[config.mk]
export PLATFORM = sky130hd
export DESIGN_NAME = dpid_lane
export DESIGN_NICKNAME = d
export VERILOG_FILES = /design/src/dpid_pkg.sv /design/src/dpid_lane.sv
export SDC_FILE = /design/constraint.sdc
export NUM_CORES = 2
export LEC_CHECK = 0
export BUFFER_PORTS_ARGS = -buffer_cell sky130_fd_sc_hd__buf_2
export CELL_PAD_IN_SITES_DETAIL_PLACEMENT = 1
export CELL_PAD_IN_SITES_GLOBAL_PLACEMENT = 1
export CORE_ASPECT_RATIO = 1.75
export CORE_UTILIZATION = 46
export DETAILED_ROUTE_END_ITERATION = 7
export GPL_ROUTABILITY_DRIVEN = 0
export GPL_TIMING_DRIVEN = 0
export PLACE_DENSITY_LB_ADDON = 0.1
export SLEW_MARGIN = 20
export SYNTH_ARGS = -nofsm -noshare
export SYNTH_HDL_FRONTEND = slang
export SYNTH_SLANG_ARGS = --single-unit
[constraint.sdc]
create_clock -name clk_i -period 8.85 [get_ports clk_i]
set_clock_uncertainty 0.05 [all_clocks]
set_input_delay 0.4425 -clock clk_i [delete_from_list [all_inputs] [get_ports clk_i]]
set_output_delay 0.4425 -clock clk_i [all_outputs]
set_load 0.02 [all_outputs]
[src/dpid_pkg.sv]
`default_nettype none
package dpid_pkg;

  localparam int DPID_POS_BITS  = 20;
  localparam int DPID_FRAC_BITS = 20;

  localparam int GAIN_W  = 22;
  localparam int LIMIT_W = 20;
  localparam int INV_W   = 2;
  localparam int DRIVE_W = 8;
  localparam int SUM_W   = LIMIT_W + 1;

  localparam logic [GAIN_W-1:0]  GAIN_P_RST = 22'd524288;
  localparam logic [GAIN_W-1:0]  GAIN_I_RST = 22'd105;
  localparam logic [GAIN_W-1:0]  GAIN_D_RST = 22'd419430;
  localparam logic [LIMIT_W-1:0] WINDOW_RST = 20'd200;
  localparam logic [LIMIT_W-1:0] CLAMP_RST  = 20'd500000;
  localparam logic [INV_W-1:0]   INVERT_RST = 2'd0;

  localparam logic signed [DRIVE_W-1:0] DRIVE_MAX = 8'sd127;
  localparam logic signed [DRIVE_W-1:0] DRIVE_MIN = -8'sd127;

  // stage load strobes shared by both lanes
  typedef struct packed {
    logic ld1;
    logic ld2;
    logic ld3;
  } dpid_ctl_t;

  typedef struct packed {
    logic signed [DRIVE_W-1:0] drive;
    logic                      clip;
  } dpid_res_t;

endpackage
`default_nettype wire

[src/dpid_lane.sv]
`default_nettype none
module dpid_lane
  import dpid_pkg::*;
#(
  parameter int POSITION_BITS      = DPID_POS_BITS,
  parameter int GAIN_FRACTION_BITS = DPID_FRAC_BITS
) (
  input  wire                             clk_i,
  input  wire                             rst_ni,
  input  dpid_ctl_t                       ctl_i,
  input  wire signed [POSITION_BITS-1:0]  target_i,
  input  wire signed [POSITION_BITS-1:0]  measured_i,
  input  wire        [GAIN_W-1:0]         gain_p_i,
  input  wire        [GAIN_W-1:0]         gain_i_i,
  input  wire        [GAIN_W-1:0]         gain_d_i,
  input  wire        [LIMIT_W-1:0]        window_i,
  input  wire        [LIMIT_W-1:0]        clamp_i,
  input  wire                             invert_i,
  output dpid_res_t                       res_o
);

  localparam int P   = POSITION_BITS;
  localparam int EW  = (P + 1 > SUM_W) ? P + 1 : SUM_W;
  localparam int PPW = P + 1 + GAIN_W + 1;
  localparam int PIW = SUM_W + GAIN_W + 1;
  localparam int PDW = P + 2 + GAIN_W + 1;
  localparam int TW  = ((PDW > PIW) ? PDW : PIW) + 2;

  // stage 1: error, windowed integral, derivative
  logic signed [P:0]       err_d;
  logic signed [EW-1:0]    err_ext;
  logic        [EW-1:0]    err_mag;
  logic                    in_win;
  logic signed [SUM_W:0]   sum_add;
  logic signed [SUM_W:0]   lim;
  logic signed [SUM_W-1:0] sum_d;
  logic signed [P+1:0]     dif_d;

  // err_q doubles as the previous error and sum_q as the integral state
  logic signed [P:0]       err_q;
  logic signed [SUM_W-1:0] sum_q;
  logic signed [P+1:0]     dif_q;

  assign err_d   = (P + 1)'(target_i) - (P + 1)'(measured_i);
  assign err_ext = EW'(err_d);
  assign err_mag = err_ext[EW-1] ? EW'(-err_ext) : EW'(err_ext);
  assign in_win  = (err_d != '0) && (err_mag < EW'(window_i));
  assign sum_add = (SUM_W + 1)'(sum_q) + (SUM_W + 1)'($signed(err_ext[SUM_W-1:0]));
  assign lim     = $signed({2'b00, clamp_i});

  always_comb begin
    if (!in_win) begin
      sum_d = '0;
    end else if (sum_add > lim) begin
      sum_d = lim[SUM_W-1:0];
    end else if (sum_add < -lim) begin
      sum_d = SUM_W'(-lim);
    end else begin
      sum_d = sum_add[SUM_W-1:0];
    end
  end

  assign dif_d = (P + 2)'(err_d) - (P + 2)'(err_q);

  always_ff @(posedge clk_i or negedge rst_ni) begin
    if (!rst_ni) begin
      err_q <= '0;
      sum_q <= '0;
    end else if (ctl_i.ld1) begin
      err_q <= err_d;
      sum_q <= sum_d;
    end
  end

  always_ff @(posedge clk_i) begin
    if (ctl_i.ld1) begin
      dif_q <= dif_d;
    end
  end

  // stage 2: the three gain products
  logic signed [PPW-1:0] pp_q;
  logic signed [PIW-1:0] pi_q;
  logic signed [PDW-1:0] pd_q;

  always_ff @(posedge clk_i) begin
    if (ctl_i.ld2) begin
      pp_q <= $signed({1'b0, gain_p_i}) * err_q;
      pi_q <= $signed({1'b0, gain_i_i}) * sum_q;
      pd_q <= $signed({1'b0, gain_d_i}) * dif_q;
    end
  end

  // stage 3: sum, scale toward zero, invert, saturate
  logic signed [TW-1:0] total;
  logic        [TW-1:0] tot_mag;
  logic        [TW-1:0] scaled;
  logic                 neg;
  logic                 clip;
  logic        [7:0]    lo;
  dpid_res_t            res_d;
  dpid_res_t            res_q;

  assign total   = TW'(pp_q) + TW'(pi_q) + TW'(pd_q);
  assign tot_mag = total[TW-1] ? TW'(-total) : TW'(total);
  assign scaled  = tot_mag >> GAIN_FRACTION_BITS;
  assign neg     = total[TW-1] ^ invert_i;
  assign clip    = scaled > TW'(127);
  assign lo      = scaled[7:0];

  always_comb begin
    res_d.clip = clip;
    if (clip) begin
      res_d.drive = neg ? DRIVE_MIN : DRIVE_MAX;
    end else begin
      res_d.drive = neg ? $signed(-lo) : $signed(lo);
    end
  end

  always_ff @(posedge clk_i) begin
    if (ctl_i.ld3) begin
      res_q <= res_d;
    end
  end

  assign res_o = res_q;

endmodule
`default_nettype wire

==> metrics <==
CTS H-tree depth 1; final setup TNS 0 ns; layout cells sized above 1 5.60%; CTS tree done; final wirelength 238000 um; pin count of the biggest net entering global routing 73; post-synth cell types 98; layout net count 9281; die area 139000 um^2; Tcrit/Tclk final 99.5%; ys async rst share 20.4%; multi-input gate area in the final layout 50600 um^2; Slew HR 17.5%; fin worst setup slack 0.0453 ns; Avg Cell Area, Syn 9.02 um^2; fmax 0.114 GHz; worst hold-check path type input port to flip-flop; WL/cell 26.3 um; die height 492 um; via count 50500; CP required 9.15 ns; # setup viols final 0; Worst Max-Slew Pin Slew 1.23 ns; Post-Syn Nets 9077; number of global-route vias before repair 57300; clock root cell clkbuf_16; number of filler cells placed in the layout 16200; status finished, final reports clean; share of the synthesized area in the top cell type 38.1%; synthesis-stage register bit count 206; Tmin final 8.80 ns; core area 136000 um^2; CTS max path bufs 3; routed vias/inst 5.58; DRC violations left 0; dpl hpwl 203000 um; 1st-pass router iterations 6; Worst-path clk slew 0.08 ns; crit end category flip-flop; cell with the most instances after synthesis inv_1; antenna viol nets, final 0; first-pass GRT wire length 353000 um; WP data arrival 9.10 ns; Slew Viols, Final 0; GR Overflow Total 0; die width 282 um; Initial Util 46.4%; synth warn 0; Sinks on Clock Net 206; Worst path max stage delay 0.70 ns; Fin Hold WS 0.127 ns; CP max-delay cell fa_1; dpl ws -1.11 ns; area delta synth->final 7.31%; FP Rows 179; Iteration-0 DRC Markers 2516; Tot GR Track Use 35.1%; area leader, netlist fa_1; Most common cell on crit path fa_1; Critical Path Start Type flip-flop; post-synth design cell area 63200 um^2; Register Area 5980 um^2; Hold Vio Cnt, Final 0; initial antenna violation count 34; TritonCTS Buffers 24; worst-path fanout max 10; largest cells by area after synthesis fa_1 38%, ha_1 14%, inv_1 9.1%; Worst-Skew Late Latency 0.59 ns; Post-Syn Instances 7007; critical path type flip-flop to flip-flop; IO Pins 161; Max Cap Viol 0; register area share after synthesis 9.46%; Post-synth EDFFs 164; Synth Flop Type edfxtp_1; PortBufs 160; top cells by instance count after synthesis 1531 x inv_1, 1203 x fa_1, 906 x nand2_1
==> repair_timing <==
action / CTS / global route
hold endpoints to repair: 24 / 0
endpoints found under the setup margin: 26 / 36
setup buffers: 5 / 6
pin swaps: 0 / 8
resized for setup: 74 / 114
cloned: 0 / 0
hold buffers: 1 / 0
==> flip-flops by register name, summed over array words and instances, names as in the netlist <==
signal	cells
pd_q	45
pi_q	44
pp_q	44
dif_q	22
err_q	21
sum_q	21
res_o	9
==> critical path, delay by kind of cell, from the launching register on <==
kind            cells  cell delay [ns]
buf+inv             9             1.06
flops               1             0.60
xor+xnor            1             0.10
simple gates        2             0.44
compound gates     10             2.11
fa+ha+maj           8             4.19
==> cells in the final DEF, fill, tap and decap left out, drive strengths merged, types with 67 or more instances in the layout <==
| master | n |
|---|---|
| clkbuf | 295 |
| fa | 1203 |
| and2 | 612 |
| a21o | 83 |
| nand2b | 67 |
| nor2 | 201 |
| xnor2 | 173 |
| a21oi | 188 |
| ha | 715 |
| buf | 210 |
| o21ai | 163 |
| inv | 1536 |
| edfxtp | 164 |
| nand2 | 906 |
==> area by class of cell <==
| class | count | share of cell area (%) |
|---|---|---|
| timing repair buffer | 178 | 1.50 |
| multi-input combinational | 4965 | 74.6 |
| inverter | 1533 | 8.49 |
| tap | 1810 | 3.34 |
| clock buffer | 27 | 0.902 |
| clock inverter | 17 | 0.290 |
| buffer | 303 | 1.96 |
| sequential | 206 | 8.83 |
| antenna | 20 | 0.0738 |
==> final timing paths <==
kind,start,end,slack [ns],cells past startpoint
min,ctl_i[0],res_o[0]$_DFFE_PP_,0.13,1
min reg2reg,sum_q[13]$_DFFE_PN0P_,sum_q[13]$_DFFE_PN0P_,0.59,2
max,dif_q[8]$_DFFE_PP_,pd_q[42]$_DFFE_PP_,0.05,30
min in group asynchronous,rst_ni,sum_q[14]$_DFFE_PN0P_,0.34,2
max in group asynchronous,rst_ni,sum_q[0]$_DFFE_PN0P_,7.95,2
max reg2reg,dif_q[8]$_DFFE_PP_,pd_q[42]$_DFFE_PP_,0.05,30
==> metal layers <==
layer / track usage, % / wire (um) / up-vias
li1: - / - / 21900
met3: 5.25 / 11200 / 836
met2: 63.3 / 124000 / 1647
met1: 33.8 / 76600 / 26100
met5: 0 / 111 / -
met4: 32.3 / 26400 / 18
==> logic make-up after synthesis <==
group | synth area share [%]
buffers and inverters | 10.9
AO/OA/AOI/OAI | 7.66
XOR/XNOR | 3.18
adder cells (fa/ha/maj) | 52.3
flip-flops | 9.46
multiplexers | 0.422
AND/OR/NAND/NOR | 16.1
==> metrics by stage <==
stage          util, %  std cells  cell area [um^2]
2_1_floorplan        -       7007             63200
3_3_place_gp      48.7       8977             66300
3_5_place_dp      48.8       8982             66400
4_1_cts           49.5       9032             67500
5_1_grt           49.8       9042             67800
6_report          49.8       9059             67800
Power is left out: the tool's default activity adds up to more than one toggle a clock period on the data nets, which glitch-free logic cannot reach.
