$ cat src/dpid_pkg.sv
`default_nettype none
package dpid_pkg;

  localparam int DPID_POS_BITS  = 20;
  localparam int DPID_FRAC_BITS = 20;

  localparam int GAIN_W  = 22;
  localparam int LIMIT_W = 20;
  localparam int INV_W   = 2;
  localparam int DRIVE_W = 8;
  localparam int SUM_W   = LIMIT_W + 1;

  localparam logic [GAIN_W-1:0]  GAIN_P_RST = 22'd524288;
  localparam logic [GAIN_W-1:0]  GAIN_I_RST = 22'd105;
  localparam logic [GAIN_W-1:0]  GAIN_D_RST = 22'd419430;
  localparam logic [LIMIT_W-1:0] WINDOW_RST = 20'd200;
  localparam logic [LIMIT_W-1:0] CLAMP_RST  = 20'd500000;
  localparam logic [INV_W-1:0]   INVERT_RST = 2'd0;

  localparam logic signed [DRIVE_W-1:0] DRIVE_MAX = 8'sd127;
  localparam logic signed [DRIVE_W-1:0] DRIVE_MIN = -8'sd127;

  // stage load strobes shared by both lanes
  typedef struct packed {
    logic ld1;
    logic ld2;
    logic ld3;
  } dpid_ctl_t;

  typedef struct packed {
    logic signed [DRIVE_W-1:0] drive;
    logic                      clip;
  } dpid_res_t;

endpackage
`default_nettype wire

$ cat src/dpid_if.sv
`default_nettype none


interface dpid_out_if;
  logic              valid;
  logic              ready;
  logic signed [7:0] drive_left;
  logic signed [7:0] drive_right;
  logic [1:0]        saturated;

  modport source (
    output valid, drive_left, drive_right, saturated,
    input  ready
  );
  modport sink (
    input  valid, drive_left, drive_right, saturated,
    output ready
  );
endinterface
`default_nettype wire

$ cat src/dpid_merge.sv
`default_nettype none
module dpid_merge
  import dpid_pkg::*;
(
  input  wire        clk_i,
  input  wire        rst_ni,
  input  wire        valid_i,
  output logic       ready_o,
  input  dpid_res_t  left_i,
  input  dpid_res_t  right_i,
  dpid_out_if.source out_o
);

  typedef struct packed {
    logic signed [DRIVE_W-1:0] drive_left;
    logic signed [DRIVE_W-1:0] drive_right;
    logic [1:0]                saturated;
  } dpid_beat_t;

  dpid_beat_t beat_in;
  dpid_beat_t out_q, out_d;
  dpid_beat_t skid_q, skid_d;
  logic       out_valid_q, out_valid_d;
  logic       skid_valid_q, skid_valid_d;
  logic       push, pop;

  assign beat_in.drive_left  = left_i.drive;
  assign beat_in.drive_right = right_i.drive;
  assign beat_in.saturated   = {right_i.clip, left_i.clip};

  assign ready_o = !skid_valid_q;
  assign push    = valid_i && !skid_valid_q;
  assign pop     = out_valid_q && out_o.ready;

  always_comb begin
    out_d        = out_q;
    skid_d       = skid_q;
    out_valid_d  = out_valid_q;
    skid_valid_d = skid_valid_q;
    if (pop || !out_valid_q) begin
      out_d        = skid_valid_q ? skid_q : beat_in;
      out_valid_d  = skid_valid_q || push;
      skid_valid_d = 1'b0;
    end else if (push) begin
      skid_d       = beat_in;
      skid_valid_d = 1'b1;
    end
  end

  always_ff @(posedge clk_i or negedge rst_ni) begin
    if (!rst_ni) begin
      out_valid_q  <= 1'b0;
      skid_valid_q <= 1'b0;
    end else begin
      out_valid_q  <= out_valid_d;
      skid_valid_q <= skid_valid_d;
    end
  end

  always_ff @(posedge clk_i) begin
    out_q  <= out_d;
    skid_q <= skid_d;
  end

  assign out_o.valid       = out_valid_q;
  assign out_o.drive_left  = out_q.drive_left;
  assign out_o.drive_right = out_q.drive_right;
  assign out_o.saturated   = out_q.saturated;

  a_skid_behind_out: assert property (@(posedge clk_i) disable iff (!rst_ni)
    skid_valid_q |-> out_valid_q)
    else $error("skid holds a beat while the output slot is empty");

  a_stall_fills_skid: assert property (@(posedge clk_i) disable iff (!rst_ni)
    (push && out_valid_q && !pop) |=> skid_valid_q)
    else $error("beat taken during a stall was not parked");

  a_drain_empties: assert property (@(posedge clk_i) disable iff (!rst_ni)
    (pop && !skid_valid_q && !push) |=> !out_valid_q)
    else $error("output still valid after last beat left");

endmodule
`default_nettype wire

$ cat src/flat_wrapper.sv
// flat-port wrapper written by rule: the top's interface ports become plain ports
module dpid_merge_flat import dpid_pkg::*;
  (clk_i, rst_ni, valid_i, ready_o, left_i, right_i, out_o_valid, out_o_drive_left, out_o_drive_right, out_o_saturated, out_o_ready);
  dpid_out_if out_o_i ();
  input  wire clk_i;
  input  wire rst_ni;
  input  wire valid_i;
  output logic ready_o;
  input  dpid_res_t left_i;
  input  dpid_res_t right_i;
  output wire logic [$bits(out_o_i.valid)-1:0] out_o_valid;
  output wire logic [$bits(out_o_i.drive_left)-1:0] out_o_drive_left;
  output wire logic [$bits(out_o_i.drive_right)-1:0] out_o_drive_right;
  output wire logic [$bits(out_o_i.saturated)-1:0] out_o_saturated;
  input wire logic [$bits(out_o_i.ready)-1:0] out_o_ready;
  assign out_o_valid = out_o_i.valid;
  assign out_o_drive_left = out_o_i.drive_left;
  assign out_o_drive_right = out_o_i.drive_right;
  assign out_o_saturated = out_o_i.saturated;
  assign out_o_i.ready = out_o_ready;
  dpid_merge u_core (.clk_i(clk_i), .rst_ni(rst_ni), .valid_i(valid_i), .ready_o(ready_o), .left_i(left_i), .right_i(right_i), .out_o(out_o_i));
endmodule
$ cat config.mk
export PLATFORM = sky130hd
export DESIGN_NAME = dpid_merge_flat
export DESIGN_NICKNAME = d
export VERILOG_FILES = /design/src/dpid_pkg.sv /design/src/dpid_if.sv /design/src/dpid_merge.sv /design/src/flat_wrapper.sv
export SDC_FILE = /design/constraint.sdc
export NUM_CORES = 1
export LEC_CHECK = 0
export BUFFER_PORTS_ARGS = -buffer_cell sky130_fd_sc_hd__buf_4
export CORE_ASPECT_RATIO = 0.8
export CORE_MARGIN = 10
export CORE_UTILIZATION = 42
export DETAILED_ROUTE_END_ITERATION = 12
export GPL_TIMING_DRIVEN = 0
export PLACE_DENSITY = 0.8
export RECOVER_POWER = 50
export REMOVE_ABC_BUFFERS = 1
export SLEW_MARGIN = 25
export SYNTH_ARGS = -nofsm -noshare
export SYNTH_HDL_FRONTEND = slang
export SYNTH_SLANG_ARGS = --single-unit
export TNS_END_PERCENT = 1
$ cat constraint.sdc
create_clock -name clk_i -period 2.8 [get_ports clk_i]
set_input_delay 0.14 -clock clk_i [delete_from_list [all_inputs] [get_ports clk_i]]
set_output_delay 0.14 -clock clk_i [all_outputs]
set_load 0.1 [all_outputs]
==> summary.txt <==
Global routing
  – Grt ovf: 0
  – Largest net degree at the start of global routing: 22
  – Initial antenna violation count: 0
  – First-pass GRT wire length: 4280 um
  – Number of global-route vias before repair: 858
  – GRT Total Usage: 8.88%

Synth
  – Syn_area_per_cell: 22.6 um2
  – Most frequent cells after synthesis: edfxtp_1 (36), mux2_4 (17), buf_6 (2), dfrtp_1 (2), nor2_1 (2)
  – Sequential share of the synthesized area: 78.1%
  – Count of unique library cells instantiated by Yosys: 10
  – Synth top area cells: edfxtp_1 (75%), mux2_4 (18%), dfrtp_1 (3.5%)
  – Top_reg_cell synth: edfxtp_1
  – Cell taking the most area after synthesis: edfxtp_1
  – Post-synth ARST share: 5.26%
  – Syn Std Cell Area: 1450 um2
  – FF+latch count, synth: 38
  – EDFF count, synth: 36
  – Ys Warns: 0
  – Mapped Cells: 64
  – Synth top area share: 74.6%
  – Count leader, synth: edfxtp_1

Clock tree
  – Clk slew on worst S/H paths: 0.07 ns
  – CTS HTree Levels: 2
  – Post-cts resize count: 0
  – Hold bufs inserted after CTS: 1
  – Num CTS Buffers: 5
  – Clock Root Buffer: clkbuf_8
  – Clk Latency, worst-skew pair: 0.28 ns
  – Setup bufs post-CTS: 0
  – Bufs on Longest Clock Path: 2
  – Total clock sinks: 38
  – CTS tree: done

Detailed routing
  – # DRC: 0
  – Total vias in the final route: 730
  – DRT antenna net count: 0
  – Drt pass-1 iters: 4
  – Routed len/inst: 17.3 um
  – DR iter-0 viols: 34
  – Post-DR vias/cell: 4.74
  – Final WL: 2670 um

Timing
  – Final min period: 1.92 ns
  – RSZ-0062 raised after global routing: false
  – Final TNS setup: 0 ns
  – Worst-margin pin slew: 1.21 ns
  – Max Freq: 520 MHz
  – Worst relative slew slack: 19.7%
  – Final Hold Vio Count: 0
  – Setup violators final: 0
  – Final Cycle Share: 68.6%
  – Max Slew Vio Count: 0
  – Layout Skew: 0.00564 ns

Placement
  – Dpl cell area: 1800 um2
  – Detail Placement HPWL: 1950 um
  – Routability cong.: 0.679
  – Port Buf Inserts: 41
  – Inst Count DP: 145

Power
  – Leak: 0.645 nW
  – Logic pwr share: 20.6%
  – Switch share: 30.9%
  – Switching pwr: 0.442 mW
  – Pwr Density: 801 nW/um2
  – Clock Power Share: 31.3%
  – P_int: 0.991 mW
  – Seq pwr share: 48.1%
  – Total power: 1.43 mW
  – Worst vdd ir: 0.378 mV

Finish
  – Post-Layout Cell Count: 154
  – Design area: 1790 um2
  – Nets: 135
  – N_diodes: 0
  – Area growth syn-to-layout: 23.5%
  – Share of cells above drive strength 1: 28.9%

Worst setup path
  – CP startpoint kind: flip-flop
  – Crit-path slowest cell: nand2b_1
  – WP buf/inv: 1
  – CP Capture Type: flip-flop
  – R2r startpoint: u_core.out_o.valid$_DFFE_PN0P_
  – Data required time at the worst endpoint: 2.79 ns
  – Critical path cell sequence: nand2b_1, nor3b_2, buf_4
  – FF-to-FF setup slack: 0.88 ns
  – FF-to-FF path depth: 3
  – CP top delay family: simple AND/OR/NAND/NOR gates
  – Critical R2R Capture: u_core.skid_q[1]$_DFFE_PP_
  – Max incr delay on CP: 0.51 ns
  – Worst Path Arrival: 1.91 ns
  – Crit Path Category: reg -> reg
  – Critical path fanouts, max: 21

Run
  – Max_cap viols: 0

Die
  – Io pins: 42
  – Die Footprint: 6210 um2
  – Die width: 85.7 um
  – Rows: 18
  – Starting Density: 45.3%
  – Die height: 72.5 um
  – Core region area: 3200 um2

Worst hold path
  – Hold crit path type: in -> reg
  – Worst Hold Depth: 1
  – Hold Startpoint: left_i[8]
  – Hold Path Sink: u_core.skid_q[17]$_DFFE_PP_

Status
  – Status: completed
==> worst register-to-register path, cell delays in order, from the launching register on <==
cell and delay [ns]:
dfrtp_1 0.35, nand2b_1 0.51, nor3b_2 0.52, buf_4 0.25
==> sequential cells by signal (all words and copies together) (netlist names) <==
| register | cells |
|---|---|
| u_core.out_o.drive_left | 8 |
| u_core.out_o.drive_right | 8 |
| u_core.out_o.saturated | 2 |
| u_core.out_o.valid | 1 |
| u_core.skid_q | 18 |
| u_core.skid_valid_q | 1 |
==> through the flow <==
stage,worst slack (ns),hold slack (ns),utilization (%)
6_report,0.878,0.0569,55.9
5_1_grt,0.710,0.0443,55.9
4_1_cts,0.821,0.0297,60.2
3_5_place_dp,0.818,-0.0760,56.4
3_3_place_gp,-0.626,-0.0781,55.8
2_1_floorplan,-0.693,-0.156,-
==> metal layers <==
metal,track usage [%],wire length [um],vias to the layer above
met3,5.13,242,5
met2,15.1,1330,29
met1,8.87,1050,348
met4,3.28,46,0
li1,-,-,348
met5,0,0,-
==> placed cells by master, fill, tap and decap left out <==
cell / instances
mux2_4: 9
nor2_1: 2
clkinvlp_4: 1
bufinv_16: 1
nand2b_1: 1
clkbuf_8: 5
nor3b_2: 1
nand2_1: 1
mux2_1: 8
inv_1: 1
mux2_2: 1
clkbuf_1: 29
edfxtp_1: 36
dlygate4sd3_1: 1
dfrtp_1: 2
clkbuf_4: 10
buf_4: 5
==> worst max path at each step <==
stage | start | end | slack [ns] | depth (start not counted)
finish | u_core.out_o.valid$_DFFE_PN0P_ | u_core.skid_q[1]$_DFFE_PP_ | 0.88 | 3
global route | u_core.out_o.valid$_DFFE_PN0P_ | u_core.skid_q[2]$_DFFE_PP_ | 0.71 | 3
CTS | u_core.out_o.valid$_DFFE_PN0P_ | u_core.skid_q[1]$_DFFE_PP_ | 0.82 | 3
detailed placement | u_core.out_o.valid$_DFFE_PN0P_ | u_core.skid_q[3]$_DFFE_PP_ | 0.82 | 3
global placement | u_core.out_o.valid$_DFFE_PN0P_ | u_core.skid_q[1]$_DFFE_PP_ | -0.63 | 2
floorplan | u_core.out_o.valid$_DFFE_PN0P_ | u_core.skid_q[0]$_DFFE_PP_ | -0.69 | 2
==> power groups by stage <==
stage               clock network (mW)  logic (mW)  registers (mW)
floorplan                            0      0.0606           0.892
global placement                     0       0.327           0.703
detailed placement                   0       0.335           0.705
CTS                              0.460       0.336           0.693
global route                     0.487       0.306           0.695
finish                           0.449       0.295           0.689
==> logic make-up after synthesis <==
kind of cell  after synthesis  synth area share, %
flops                      38                 78.1
mux                        18                 18.4
buf+inv                     3                 1.81
simple gates                5                 1.73
==> final cells by class <==
cell class | count | area (um2)
well taps | 40 | 50.0
multi-input cells | 23 | 267
fillers | 297 | 1410
flip-flops and latches | 38 | 1130
clock inverters | 2 | 37.5
repair buffers | 44 | 228
clock buffers | 6 | 72.6
inverters | 1 | 3.75
Note: power is estimated with default switching activity, not from simulation.
